==> config.mk <==
export PLATFORM = sky130hd
export DESIGN_NAME = diff_drive_pose_integrator
export DESIGN_NICKNAME = d
export VERILOG_FILES = /design/src/sv/ddpi_pkg.sv /design/src/sv/diff_drive_pose_integrator.sv /design/src/sv/ddpi_cordic.sv
export SDC_FILE = /design/constraint.sdc
export NUM_CORES = 2
export LEC_CHECK = 0
export BUFFER_PORTS_ARGS = -buffer_cell sky130_fd_sc_hd__buf_4
export CAP_MARGIN = 20
export CELL_PAD_IN_SITES_DETAIL_PLACEMENT = 0
export CELL_PAD_IN_SITES_GLOBAL_PLACEMENT = 1
export CORE_ASPECT_RATIO = 0.6
export CORE_MARGIN = 2
export CORE_UTILIZATION = 40
export CTS_BUF_LIST = sky130_fd_sc_hd__clkbuf_4
export DETAILED_ROUTE_END_ITERATION = 10
export GPL_TIMING_DRIVEN = 0
export PLACE_DENSITY = 0.75
export SYNTH_ARGS = -nofsm -noshare
export SYNTH_HDL_FRONTEND = slang
export SYNTH_SLANG_ARGS = --single-unit
==> constraint.sdc <==
create_clock -name clk -period 9.5 [get_ports clk]
set_input_delay 0.475 -clock clk [delete_from_list [all_inputs] [get_ports clk]]
set_output_delay 0.475 -clock clk [all_outputs]
set_load 0.05 [all_outputs]
==> src/sv/ddpi_pkg.sv <==
// Shared constants, widths and the CORDIC arctangent table for the pose integrator.
package ddpi_pkg;

  localparam int SPEED_MAX     = 255;
  localparam int SPEED_W       = 9;
  localparam int CORDIC_STEPS  = 16;
  localparam int CORDIC_IDX_W  = $clog2(CORDIC_STEPS + 1);
  localparam int CORDIC_W      = 20;
  localparam int CORDIC_GAIN   = 19898;
  localparam int LATCH_TOP     = 3;

  localparam int MUL_A_W = 31;
  localparam int MUL_B_W = 21;
  localparam int PROD_W  = MUL_A_W + MUL_B_W;

  localparam logic [2:0] REG_STEP   = 3'd0;
  localparam logic [2:0] REG_TURN   = 3'd1;
  localparam logic [2:0] REG_TICKS  = 3'd2;
  localparam logic [2:0] REG_WIDTH  = 3'd3;
  localparam logic [2:0] REG_HEIGHT = 3'd4;

  // arctangent of 2^-i in 32 bit binary angle units
  function automatic logic [31:0] atan_turn(input logic [4:0] idx);
    logic [31:0] v;
    case (idx)
      5'd0:  v = 32'h20000000;
      5'd1:  v = 32'h12E4051D;
      5'd2:  v = 32'h09FB385B;
      5'd3:  v = 32'h051111D4;
      5'd4:  v = 32'h028B0D43;
      5'd5:  v = 32'h0145D7E1;
      5'd6:  v = 32'h00A2F61E;
      5'd7:  v = 32'h00517C55;
      5'd8:  v = 32'h0028BE53;
      5'd9:  v = 32'h00145F2E;
      5'd10: v = 32'h000A2F98;
      5'd11: v = 32'h000517CC;
      5'd12: v = 32'h00028BE6;
      5'd13: v = 32'h000145F3;
      5'd14: v = 32'h0000A2F9;
      5'd15: v = 32'h0000517C;
      5'd16: v = 32'h000028BE;
      5'd17: v = 32'h0000145F;
      5'd18: v = 32'h00000A2F;
      5'd19: v = 32'h00000517;
      5'd20: v = 32'h0000028B;
      5'd21: v = 32'h00000145;
      5'd22: v = 32'h000000A2;
      5'd23: v = 32'h00000051;
      default: v = 32'h0;
    endcase
    return v;
  endfunction

endpackage

==> src/sv/diff_drive_pose_integrator.sv <==
// Top level: configuration registers, command arbitration and tick sequencer.
//
// Input stream (s_t*): one transaction per item. s_tuser is the mode
// (0 motor command, 1 time tick); s_tdata carries the command fields.
// Output stream (m_t*): one transaction per input item with the pose,
// heading, four encoder counts and the wall flag, all after the item.
// Configuration: APB port, five registers at byte addresses 0, 4 .. 16;
// write only while the block is idle.
// A command item gives its result in the cycle after acceptance. A tick
// item runs eight products through one shared 31x21 multiplier (encoders,
// distance, turn, then x and y moves), each with a multiply and an
// accumulate state, and waits on the iterative CORDIC, 16 rotation steps
// plus the done hand-over, between the turn and the x move.
// One item is worked at a time; s_tready is low from acceptance until the
// result transaction completes, so a stalled receiver holds the block.
// Reset clears pose, heading, encoders, wheel speeds and the arbitration
// latch, sets the canvas limits to all ones and the other registers to zero.
module diff_drive_pose_integrator
  import ddpi_pkg::*;
(
  input  logic         clk,
  input  logic         rst,
  input  logic         s_tvalid,
  output logic         s_tready,
  // remote-control flag, set_front_left, set_front_right, set_back_left,
  // set_back_right, speed_front_left, speed_front_right, speed_back_left,
  // speed_back_right
  input  logic [47:0]  s_tdata,
  // mode
  input  logic         s_tuser,
  output logic         m_tvalid,
  input  logic         m_tready,
  // pos_x, pos_y, heading, enc_front_left, enc_front_right, enc_back_left,
  // enc_back_right, hit_wall
  output logic [215:0] m_tdata,
  input  logic         psel,
  input  logic         penable,
  input  logic         pwrite,
  input  logic [4:0]   paddr,
  input  logic [31:0]  pwdata,
  output logic [31:0]  prdata,
  output logic         pready
);

  localparam logic [2:0] S_IDLE  = 3'd0;
  localparam logic [2:0] S_MUL   = 3'd1;
  localparam logic [2:0] S_ACC   = 3'd2;
  localparam logic [2:0] S_CWAIT = 3'd3;
  localparam logic [2:0] S_OUT   = 3'd4;

  localparam logic [2:0] OP_LIN  = 3'd4;
  localparam logic [2:0] OP_TURN = 3'd5;
  localparam logic [2:0] OP_X    = 3'd6;
  localparam logic [2:0] OP_Y    = 3'd7;

  logic [2:0]  state;
  logic [2:0]  opi;

  logic [19:0] step_per_speed;
  logic [15:0] turn_per_speed;
  logic [15:0] ticks_per_speed;
  logic [31:0] width_limit;
  logic [31:0] height_limit;

  logic signed [SPEED_W-1:0] wheel_speed [4];
  logic [31:0]               encoder_count [4];
  logic [1:0]                latch_count;
  logic [31:0]               position_x;
  logic [31:0]               position_y;
  logic [15:0]               heading_angle;
  logic                      hit;
  logic signed [MUL_A_W-1:0] lin;

  logic signed [MUL_A_W-1:0] mul_a;
  logic signed [MUL_B_W-1:0] mul_b;
  logic signed [PROD_W-1:0]  prod;

  logic                       cordic_start;
  logic                       cordic_done;
  logic signed [CORDIC_W-1:0] cos_v;
  logic signed [CORDIC_W-1:0] sin_v;

  logic signed [SPEED_W:0]   left_sum;
  logic signed [SPEED_W:0]   right_sum;
  logic signed [SPEED_W+1:0] all_sum;
  logic signed [SPEED_W+1:0] diff_sum;

  logic                      cfg_wr;
  logic                      in_acc;
  logic                      teleop;
  logic                      accept_cmd;
  logic [1:0]                latch_up;
  logic [1:0]                latch_next;
  logic signed [PROD_W-1:0]  move;
  logic signed [PROD_W-1:0]  nxy;
  logic [31:0]               lim;
  logic [31:0]               cur;
  logic [31:0]               clamped;
  logic                      wall;

  // truncate toward zero on a power-of-two division
  function automatic logic signed [PROD_W-1:0] div_trunc(
    input logic signed [PROD_W-1:0] p, input int unsigned k);
    logic signed [PROD_W-1:0] bias;
    bias = p[PROD_W-1] ? (PROD_W'(1) << k) - PROD_W'(1) : '0;
    return (p + bias) >>> k;
  endfunction

  function automatic logic signed [SPEED_W-1:0] sat_speed(input logic [SPEED_W-1:0] s);
    logic signed [SPEED_W-1:0] v;
    v = $signed(s);
    if (v < -SPEED_W'(SPEED_MAX)) return -SPEED_W'(SPEED_MAX);
    if (v > SPEED_W'(SPEED_MAX)) return SPEED_W'(SPEED_MAX);
    return v;
  endfunction

  // configuration port
  assign pready = 1'b1;
  assign cfg_wr = psel & penable & pwrite;

  always_ff @(posedge clk) begin
    if (rst) begin
      step_per_speed  <= '0;
      turn_per_speed  <= '0;
      ticks_per_speed <= '0;
      width_limit     <= '1;
      height_limit    <= '1;
    end else if (cfg_wr) begin
      unique case (paddr[4:2])
        REG_STEP:   step_per_speed  <= pwdata[19:0];
        REG_TURN:   turn_per_speed  <= pwdata[15:0];
        REG_TICKS:  ticks_per_speed <= pwdata[15:0];
        REG_WIDTH:  width_limit     <= pwdata;
        REG_HEIGHT: height_limit    <= pwdata;
        default: ;
      endcase
    end
  end

  always_comb begin
    unique case (paddr[4:2])
      REG_STEP:   prdata = {12'h0, step_per_speed};
      REG_TURN:   prdata = {16'h0, turn_per_speed};
      REG_TICKS:  prdata = {16'h0, ticks_per_speed};
      REG_WIDTH:  prdata = width_limit;
      REG_HEIGHT: prdata = height_limit;
      default:    prdata = '0;
    endcase
  end

  // wheel sums
  assign left_sum  = (SPEED_W+1)'(wheel_speed[0]) + (SPEED_W+1)'(wheel_speed[2]);
  assign right_sum = (SPEED_W+1)'(wheel_speed[1]) + (SPEED_W+1)'(wheel_speed[3]);
  assign all_sum   = (SPEED_W+2)'(left_sum) + (SPEED_W+2)'(right_sum);
  assign diff_sum  = (SPEED_W+2)'(right_sum) - (SPEED_W+2)'(left_sum);

  // shared multiplier operand select
  always_comb begin
    case (opi)
      OP_LIN: begin
        mul_a = MUL_A_W'(all_sum);
        mul_b = $signed({1'b0, step_per_speed});
      end
      OP_TURN: begin
        mul_a = MUL_A_W'(diff_sum);
        mul_b = $signed({5'b0, turn_per_speed});
      end
      OP_X: begin
        mul_a = lin;
        mul_b = MUL_B_W'(cos_v);
      end
      OP_Y: begin
        mul_a = lin;
        mul_b = MUL_B_W'(sin_v);
      end
      default: begin
        mul_a = MUL_A_W'(wheel_speed[opi[1:0]]);
        mul_b = $signed({5'b0, ticks_per_speed});
      end
    endcase
  end

  always_ff @(posedge clk) begin
    prod <= mul_a * mul_b;
  end

  // command arbitration
  assign in_acc     = s_tvalid & s_tready;
  assign teleop     = s_tdata[0];
  assign latch_up   = (!teleop && latch_count != 2'(LATCH_TOP)) ? latch_count + 2'd1
                                                                  : latch_count;
  assign accept_cmd = !teleop || latch_up == 2'd0;
  assign latch_next = (teleop && latch_up != 2'd0) ? latch_up - 2'd1 : latch_up;

  // position move and clamp for the x or y step
  assign move = prod >>> 15;
  assign lim  = (opi == OP_X) ? width_limit : height_limit;
  assign cur  = (opi == OP_X) ? position_x : position_y;
  assign nxy  = (opi == OP_X) ? $signed({20'h0, cur}) + move
                              : $signed({20'h0, cur}) - move;
  always_comb begin
    wall    = 1'b0;
    clamped = nxy[31:0];
    if (nxy[PROD_W-1]) begin
      wall    = 1'b1;
      clamped = '0;
    end else if (nxy >= $signed({20'h0, lim})) begin
      wall    = 1'b1;
      clamped = lim;
    end
  end

  assign cordic_start = (state == S_ACC) && (opi == OP_TURN);

  // sequencer
  always_ff @(posedge clk) begin
    if (rst) begin
      state         <= S_IDLE;
      opi           <= '0;
      latch_count   <= '0;
      position_x    <= '0;
      position_y    <= '0;
      heading_angle <= '0;
      hit           <= 1'b0;
      for (int k = 0; k < 4; k++) begin
        wheel_speed[k]   <= '0;
        encoder_count[k] <= '0;
      end
    end else begin
      unique case (state)
        S_IDLE: begin
          if (in_acc) begin
            hit <= 1'b0;
            if (!s_tuser) begin
              latch_count <= latch_next;
              if (accept_cmd) begin
                for (int k = 0; k < 4; k++) begin
                  if (s_tdata[1+k]) begin
                    wheel_speed[k] <= sat_speed(s_tdata[5+SPEED_W*k +: SPEED_W]);
                  end
                end
              end
              state <= S_OUT;
            end else begin
              opi   <= '0;
              state <= S_MUL;
            end
          end
        end
        S_MUL: state <= S_ACC;
        S_ACC: begin
          case (opi)
            OP_LIN:  lin <= MUL_A_W'(div_trunc(prod, 2));
            OP_TURN: heading_angle <= heading_angle + 16'(div_trunc(prod, 1));
            OP_X: begin
              position_x <= clamped;
              hit        <= hit | wall;
            end
            OP_Y: begin
              position_y <= clamped;
              hit        <= hit | wall;
            end
            default: encoder_count[opi[1:0]] <=
                       encoder_count[opi[1:0]] + 32'(div_trunc(prod, 8));
          endcase
          if (opi == OP_TURN) begin
            state <= S_CWAIT;
          end else if (opi == OP_Y) begin
            state <= S_OUT;
          end else begin
            opi   <= opi + 3'd1;
            state <= S_MUL;
          end
        end
        S_CWAIT: begin
          if (cordic_done) begin
            opi   <= OP_X;
            state <= S_MUL;
          end
        end
        S_OUT: begin
          if (m_tready) state <= S_IDLE;
        end
        default: state <= S_IDLE;
      endcase
    end
  end

  ddpi_cordic u_cordic (
    .clk     (clk),
    .rst     (rst),
    .start   (cordic_start),
    .angle   (heading_angle + 16'(div_trunc(prod, 1))),
    .done    (cordic_done),
    .cos_out (cos_v),
    .sin_out (sin_v)
  );

  // output
  assign s_tready = (state == S_IDLE);
  assign m_tvalid = (state == S_OUT);
  assign m_tdata  = {7'h0, hit, encoder_count[3], encoder_count[2], encoder_count[1],
                     encoder_count[0], heading_angle, position_y, position_x};

`ifndef SYNTHESIS
  a_one_side: assert property (@(posedge clk) disable iff (rst) !(s_tready && m_tvalid))
    else $error("input and output open together");
  a_cmd_fast: assert property (@(posedge clk) disable iff (rst)
      (s_tvalid && s_tready && !s_tuser) |=> (m_tvalid && !m_tdata[208]))
    else $error("command result late or flags a wall");
  a_cordic_wait: assert property (@(posedge clk) disable iff (rst)
      cordic_done |-> state == S_CWAIT)
    else $error("cordic result outside wait state");
`endif

endmodule

==> src/sv/ddpi_cordic.sv <==
// Iterative CORDIC: one rotation step per cycle, cosine and sine in signed Q4.15.
module ddpi_cordic
  import ddpi_pkg::*;
(
  input  logic                       clk,
  input  logic                       rst,
  input  logic                       start,
  input  logic [15:0]                angle,
  output logic                       done,
  output logic signed [CORDIC_W-1:0] cos_out,
  output logic signed [CORDIC_W-1:0] sin_out
);

  logic                       busy;
  logic                       flip;
  logic [CORDIC_IDX_W-1:0]    idx;
  logic signed [CORDIC_W-1:0] x;
  logic signed [CORDIC_W-1:0] y;
  logic [31:0]                z;
  logic signed [CORDIC_W-1:0] xs;
  logic signed [CORDIC_W-1:0] ys;
  logic                       flip_in;
  logic [15:0]                ang_in;

  // fold the left half plane onto the right one
  assign flip_in = angle[14] ^ angle[15];
  assign ang_in  = flip_in ? angle + 16'h8000 : angle;

  assign xs = x >>> idx;
  assign ys = y >>> idx;

  // run the rotation steps
  always_ff @(posedge clk) begin
    if (rst) begin
      busy <= 1'b0;
      done <= 1'b0;
    end else begin
      done <= 1'b0;
      if (start) begin
        busy <= 1'b1;
        idx  <= '0;
        flip <= flip_in;
        x    <= CORDIC_W'(CORDIC_GAIN);
        y    <= '0;
        z    <= {ang_in, 16'h0};
      end else if (busy) begin
        if (!z[31]) begin
          x <= x - ys;
          y <= y + xs;
          z <= z - atan_turn(5'(idx));
        end else begin
          x <= x + ys;
          y <= y - xs;
          z <= z + atan_turn(5'(idx));
        end
        idx <= idx + 1'b1;
        if (idx == CORDIC_IDX_W'(CORDIC_STEPS - 1)) begin
          busy <= 1'b0;
          done <= 1'b1;
        end
      end
    end
  end

  assign cos_out = flip ? -x : x;
  assign sin_out = flip ? -y : y;

`ifndef SYNTHESIS
  a_no_restart: assert property (@(posedge clk) disable iff (rst) busy |-> !start)
    else $error("cordic restarted while busy");
  a_done_ends: assert property (@(posedge clk) disable iff (rst) done |-> !busy)
    else $error("cordic done while still busy");
  a_start_busy: assert property (@(posedge clk) disable iff (rst) start |=> busy)
    else $error("cordic did not start");
`endif

endmodule
Word level (Yosys, flattened, before mapping)
Memory sizes are Yosys's and may differ from the RTL's. A register that Yosys moved wholly into a read port is not among the register bits.
Index checks and enable logic that the tools add are counted.
{ "word_totals": {"ff_bits": 368, "latchBits": 0, "mem_bits_rw": 164, "mem_bits_ro": 1920, "inputBits": 93, "out_inout_bits": 251, "wordCells": 329, "n_memories": 4} }
{ "mem_list": {"columns": ["memory", "depth", "width", "rd", "rd_ports_with_merged_regs", "wr", "line_no", "source"], "rows": [
  ["(name not given)", 32, 30, 1, 1, 0, "ddpi_pkg.sv:25", "case (idx)"],
  ["(name not given)", 32, 30, 1, 1, 0, "ddpi_pkg.sv:25", null],
  ["encoder_count", 4, 32, 5, 1, 4, "diff_drive_pose_integrator.sv:66", "logic [31:0] encoder_count [4];"],
  ["wheel_speed", 4, 9, 5, 1, 4, "diff_drive_pose_integrator.sv:65", "logic signed [SPEED_W-1:0] wheel_speed [4];"]
]} }
{ "op_classes": {"n_addsub": 24, "mul": 1, "div_mod_pow": 0, "n_lt_le_gt_ge": 9, "n_eq_ne": 21, "shifts": 2, "mux": 203, "bitwise": 12, "reduce_logical": 31} }
{ "op_table": {"columns": ["cell", "n"], "rows": [
  ["$mux W32", 16],
  ["$mux W9", 44],
  ["$pmux W32 S5", 1],
  ["$mux W20", 6],
  ["$mux W1", 104],
  ["$pmux W31 S3", 1],
  ["$pmux W21 S4", 1],
  ["$add A32 B32 Y32", 2],
  ["$ge A52 B33 Y1", 1],
  ["$mul A31 B21 Y52", 1],
  ["$mux W52", 1],
  ["$add A20 B20 Y20", 2],
  ["$add A40 B9 Y40", 1],
  ["$neg A20 Y20", 2],
  ["$sshr A20 B5 Y20", 2],
  ["$sub A20 B20 Y20", 2],
  ["$add A33 B37 Y38", 1],
  ["$sub A33 B37 Y38", 1],
  ["$gt A9 B9 Y1 const B", 4],
  ["$lt A9 B9 Y1 const B", 4],
  ["$add A33 B3 Y33", 1],
  ["$mux W3", 11],
  ["$reduce_or A32 Y1", 1],
  ["$sub A32 B32 Y32", 1],
  ["40 further kinds", 92]
]} }

Longest topological paths before layout
{ "logic_depth": {"depth_word": 26, "ltp_mapped": 46, "ltp_nobuf": 43} }

By module
A second synthesis with hierarchy kept.
{ "hier_totals": {"hier_cells": 7073, "area_unflattened_um2": 62582.5} }
{ "modules_own_cells": {"columns": ["module", "n_inst", "cells_each", "area_each_um2", "seq_area_each_um2"], "rows": [
  ["diff_drive_pose_integrator", 1, 5641, 50374.6, 11040.6],
  ["ddpi_cordic", 1, 1432, 12208.0, 2982.9]
]} }

Worst setup path before layout
OpenSTA, ideal clock, no wires.
{ "synth_path": {"kind": "reg2reg", "from": "memory wheel_speed[3][0]", "to": "register prod[49]", "setup_time_ns": 0.118, "arrival_time_ns": 10.160, "required_time_ns": 9.382, "setup_slack_ns": -0.778, "stages_incl_launch_ff": 43, "path_buffers": 4, "period_less_slack_ns": 10.278, "path_cell_list": "edfxtp_1 > ha_1 > fa_1 > a21oi_1 > nor2_1 > nor2_1 > o21bai_1 > a21oi_1 > o21bai_1 > a21oi_1 > xnor2_1 > ha_1 > clkbuf_1 > nor3_1 > mux2i_1 > o21ai_0 > a311oi_1 > clkbuf_1 > (+7 left out) > fa_1 > fa_1 > fa_1 > inv_1 > fa_1 > inv_1 > ha_1 > clkbuf_1 > and4_1 > nand2_1 > or4_1 > o32ai_1 > nor2_1 > o21ai_1 > a311oi_1 > o31ai_1 > a21oi_1 > xnor2_1"} }
{ "synth_rtl": {"columns": ["element", "line_no", "source"], "rows": [
  ["start: declaration", "diff_drive_pose_integrator.sv:65", null],
  ["end signal: assignment", "diff_drive_pose_integrator.sv:184", "prod <= mul_a * mul_b;"],
  ["end: declaration", "diff_drive_pose_integrator.sv:76", "logic signed [PROD_W-1:0] prod;"]
]} }

==> flow_metrics.tcl <==
set metrics [dict create \
    outcome "complete, but fails checks" \
    violations "negative setup slack" \
    crit_required_ns 10.43 \
    drive_gt1_share_pct 19.1 \
    synthDominantCellAreaShare_pct 20.7 \
    grt_antenna_before_repair 9 \
    die_w_um 519 \
    cts_htree_levels 4 \
    ys_ff_latch 564 \
    hpwl_um 217000 \
    min_period_ns 10.51 \
    area_growth_pct 20.8 \
    crit_start "wheel_speed[1][0]$_SDFFCE_PN0P_" \
    slowest_delay_ns 0.56 \
    fin_ws_ns -1.01 \
    die_h_um 313 \
    fin_nets 9186 \
    route.vias.total 59100 \
    clock.fmax_mhz 95.2 \
    clock_skew_ns 0.152 \
    grt_max_degree 33 \
    core-area_um2 158000 \
    async_flop_share_pct 0 \
    crit_family "adder cells" \
    max_slew_margin_pct 17.0 \
    crit_type "flop to flop" \
    row_count 113 \
    start_kind "flop" \
    cts_inserted_buffers 154 \
    crit-reg2reg-launch "wheel_speed[1][0]$_SDFFCE_PN0P_" \
    holdWs_ns 0.0761 \
    hold_start "s_tdata[2]" \
    avgRoutedWirePerCell_um 26.3 \
    grtUsageTotal_pct 32.8 \
    die-area_um2 162000 \
    stdcell_count 10300 \
    synth_edf_count 273 \
    synth_cells 7215 \
    rsz0062_at_grt "true" \
    crit_slowest_cell "fa_1" \
    fin_crit_sh_pct 111 \
    synthDistinctLibCells 104 \
    initial_core_util_pct 40.2 \
    ir_worst_vdd_mv 0.111 \
    drtPass1Iterations 6 \
    synth_largest_area_cell "fa_1" \
    hold_violations 0 \
    cap_violations 0 \
    syn_area_per_cell_um2 8.81 \
    synth_seq_area_share_pct 22.1 \
    hold_path.class "input port to flop" \
    slew_violations 0 \
    powerDensity_nw_per_um2 93.7 \
    clock_path_buffers 4 \
    setup_viol 33 \
    layout_common_cells "nand2_1, inv_1, fa_1" \
    cp_max_fo 8 \
    cts_tree "built" \
    place.gp.congestion 1.01 \
    worst_pin_slew_ns 1.24 \
    drc 0 \
    ant_nets 0 \
    grt_pass1_vias 57400 \
    cts.sinks 564 \
    synth_flop_cell "dfxtp_1" \
    post-route-util_pct 48.6 \
    crit_buf_inv 14 \
    globalRoute.totalOverflow 0 \
    p_leak_nw 34.2 \
    cp.arrival_ns 11.43 \
    clk_latency_ns 1.11 \
    clkSlewWorstSetupHoldPaths_ns 0.09 \
    via_per_inst 5.74 \
    finalWirelength_um 271000 \
    dp.cells 9708 \
    port_buffers 324 \
    drtIter0Drc 6877 \
    ys_warn_count 0 \
    n_fill_cell 15300 \
    cts_root_buf "clkbuf_4" \
    totalPowerFinal_mw 7.20 \
    yosys-top-cells-area "fa_1, edfxtp_1, dfxtp_1, ha_1, inv_1" \
    ios 344 \
    cp-end-kind "flop" \
    netlist_area_um2 63600 \
    dp_slack_ns -3.99 \
    layout_commonest_cell "nand2_1" \
    grt_pass1_wl_um 396000 \
    crit_top_cell "fa_1" \
]
worst paths after layout:
check,slack (ns),cells past startpoint,end
max reg2reg,-1.01,47,prod[51]$_DFF_P_
max,-1.01,47,prod[51]$_DFF_P_
min reg2reg,0.47,2,step_per_speed[5]$_SDFFE_PP0P_
min,0.08,2,wheel_speed[1][7]$_SDFFCE_PP0P_
power by group:
| group | switching (mW) | internal, mW | total (mW) |
|---|---|---|---|
| combinational | 1.39 | 0.783 | 2.17 |
| sequential | 0.0475 | 2.59 | 2.63 |
| clock | 1.19 | 1.20 | 2.39 |
logic make-up (layout without fill, tap and decap cells):
group                      count (synthesis)  after routing  share of synthesized area (%)
and+or+nand+nor                         2288           2288                           16.2
AOI/OAI and AO/OA                       1389           1389                           15.0
buffers and inverters                   1346           2286                           8.24
adders and majority gates               1037           1037                           28.2
DFF                                      564            564                           22.1
xor gates and xnor gates                 398            398                           5.51
muxes                                    191            191                           4.74
other                                      2             24                         0.0118
synth_stat cells, types with 13 or more instances:
cell type / n
nand2_1: 961
or3_1: 21
dfxtp_1: 291
xnor2_1: 233
clkbuf_1: 296
nor2_1: 619
fa_1: 659
and3_1: 80
inv_1: 962
nand4_1: 35
o21ai_0: 211
mux2_2: 18
a311oi_2: 30
nand2b_1: 45
a221o_1: 27
buf_2: 23
o211ai_1: 17
a222oi_1: 14
o21bai_1: 76
nor3_1: 89
a21oi_2: 31
a211o_1: 72
o311ai_0: 14
a22oi_1: 15
ha_1: 378
a21o_1: 115
a211oi_1: 31
edfxtp_1: 273
o21ai_2: 29
a22o_1: 13
buf_4: 18
xor2_1: 163
nand3_1: 122
mux2i_1: 85
nor2b_1: 110
and2_1: 85
buf_1: 33
a31o_2: 24
a31oi_1: 105
o21a_1: 39
a21oi_1: 374
o31ai_1: 31
or4_1: 16
nor4_1: 30
mux4_2: 81
layout make-up:
| cell class | count | area [um2] | share of cell area [%] |
|---|---|---|---|
| multi-input cells | 5311 | 46600 | 60.7 |
| diodes | 16 | 40.0 | 0.0521 |
| repair buffers | 685 | 5990 | 7.80 |
| clock buffers | 213 | 1600 | 2.08 |
| well taps | 2127 | 2660 | 3.46 |
| flip-flops and latches | 564 | 14000 | 18.3 |
| clock inverters | 48 | 352 | 0.458 |
| plain buffers | 376 | 1900 | 2.48 |
| inverters | 964 | 3640 | 4.73 |
worst register-to-register path: cells and delay by family, from the launching register on:
kind	cells	cell delay [ns]
AO/OA/AOI/OAI	12	2.11
XOR/XNOR	2	0.21
adder cells (fa/ha/maj)	11	4.70
buffers and inverters	14	1.58
flip-flops	1	0.47
AND/OR/NAND/NOR	8	1.32
state kept, by name, indices dropped and copies added (netlist names), 2 cells and up, named ones only:
name and cells:
encoder_count 128, heading_angle 16, height_limit 32, latch_count 2
lin 31, opi 3, position_x 32, position_y 32
prod 52, state 3, step_per_speed 20, ticks_per_speed 16
turn_per_speed 16, u_cordic.idx 5, u_cordic.x 20, u_cordic.y 20
u_cordic.z 32, wheel_speed 36, width_limit 32
timing repair:
| item | 4_1_cts | 5_1_grt |
|---|---|---|
| setup buffers | 152 | 53 |
| hold buffers | 116 | 0 |
| pin swaps | 204 | 126 |
| endpoints found under the hold margin | 196 | 0 |
| gates resized for setup | 414 | 216 |
| setup endpoints to repair | 104 | 99 |
| cloned | 3 | 0 |
routing by layer:
| layer | GRT usage [%] | vias up | routed length, um |
|---|---|---|---|
| met3 | 12.3 | 312 | 36700 |
| met2 | 41.8 | 3216 | 100000 |
| li1 | - | 26000 | - |
| met4 | 6.84 | 4 | 6220 |
| met5 | 0 | - | 27 |
| met1 | 51.4 | 29600 | 128000 |
per-stage QoR:
step | TNS, ns | instance area, um2
floorplan | -0.0639 | 64200
global placement | -184.30 | 69300
CTS | -17.56 | 75700
finish | -17.08 | 76800
global route | -27.77 | 76800
detailed placement | -113.46 | 69700
Note: power is estimated with default switching activity, not from simulation.
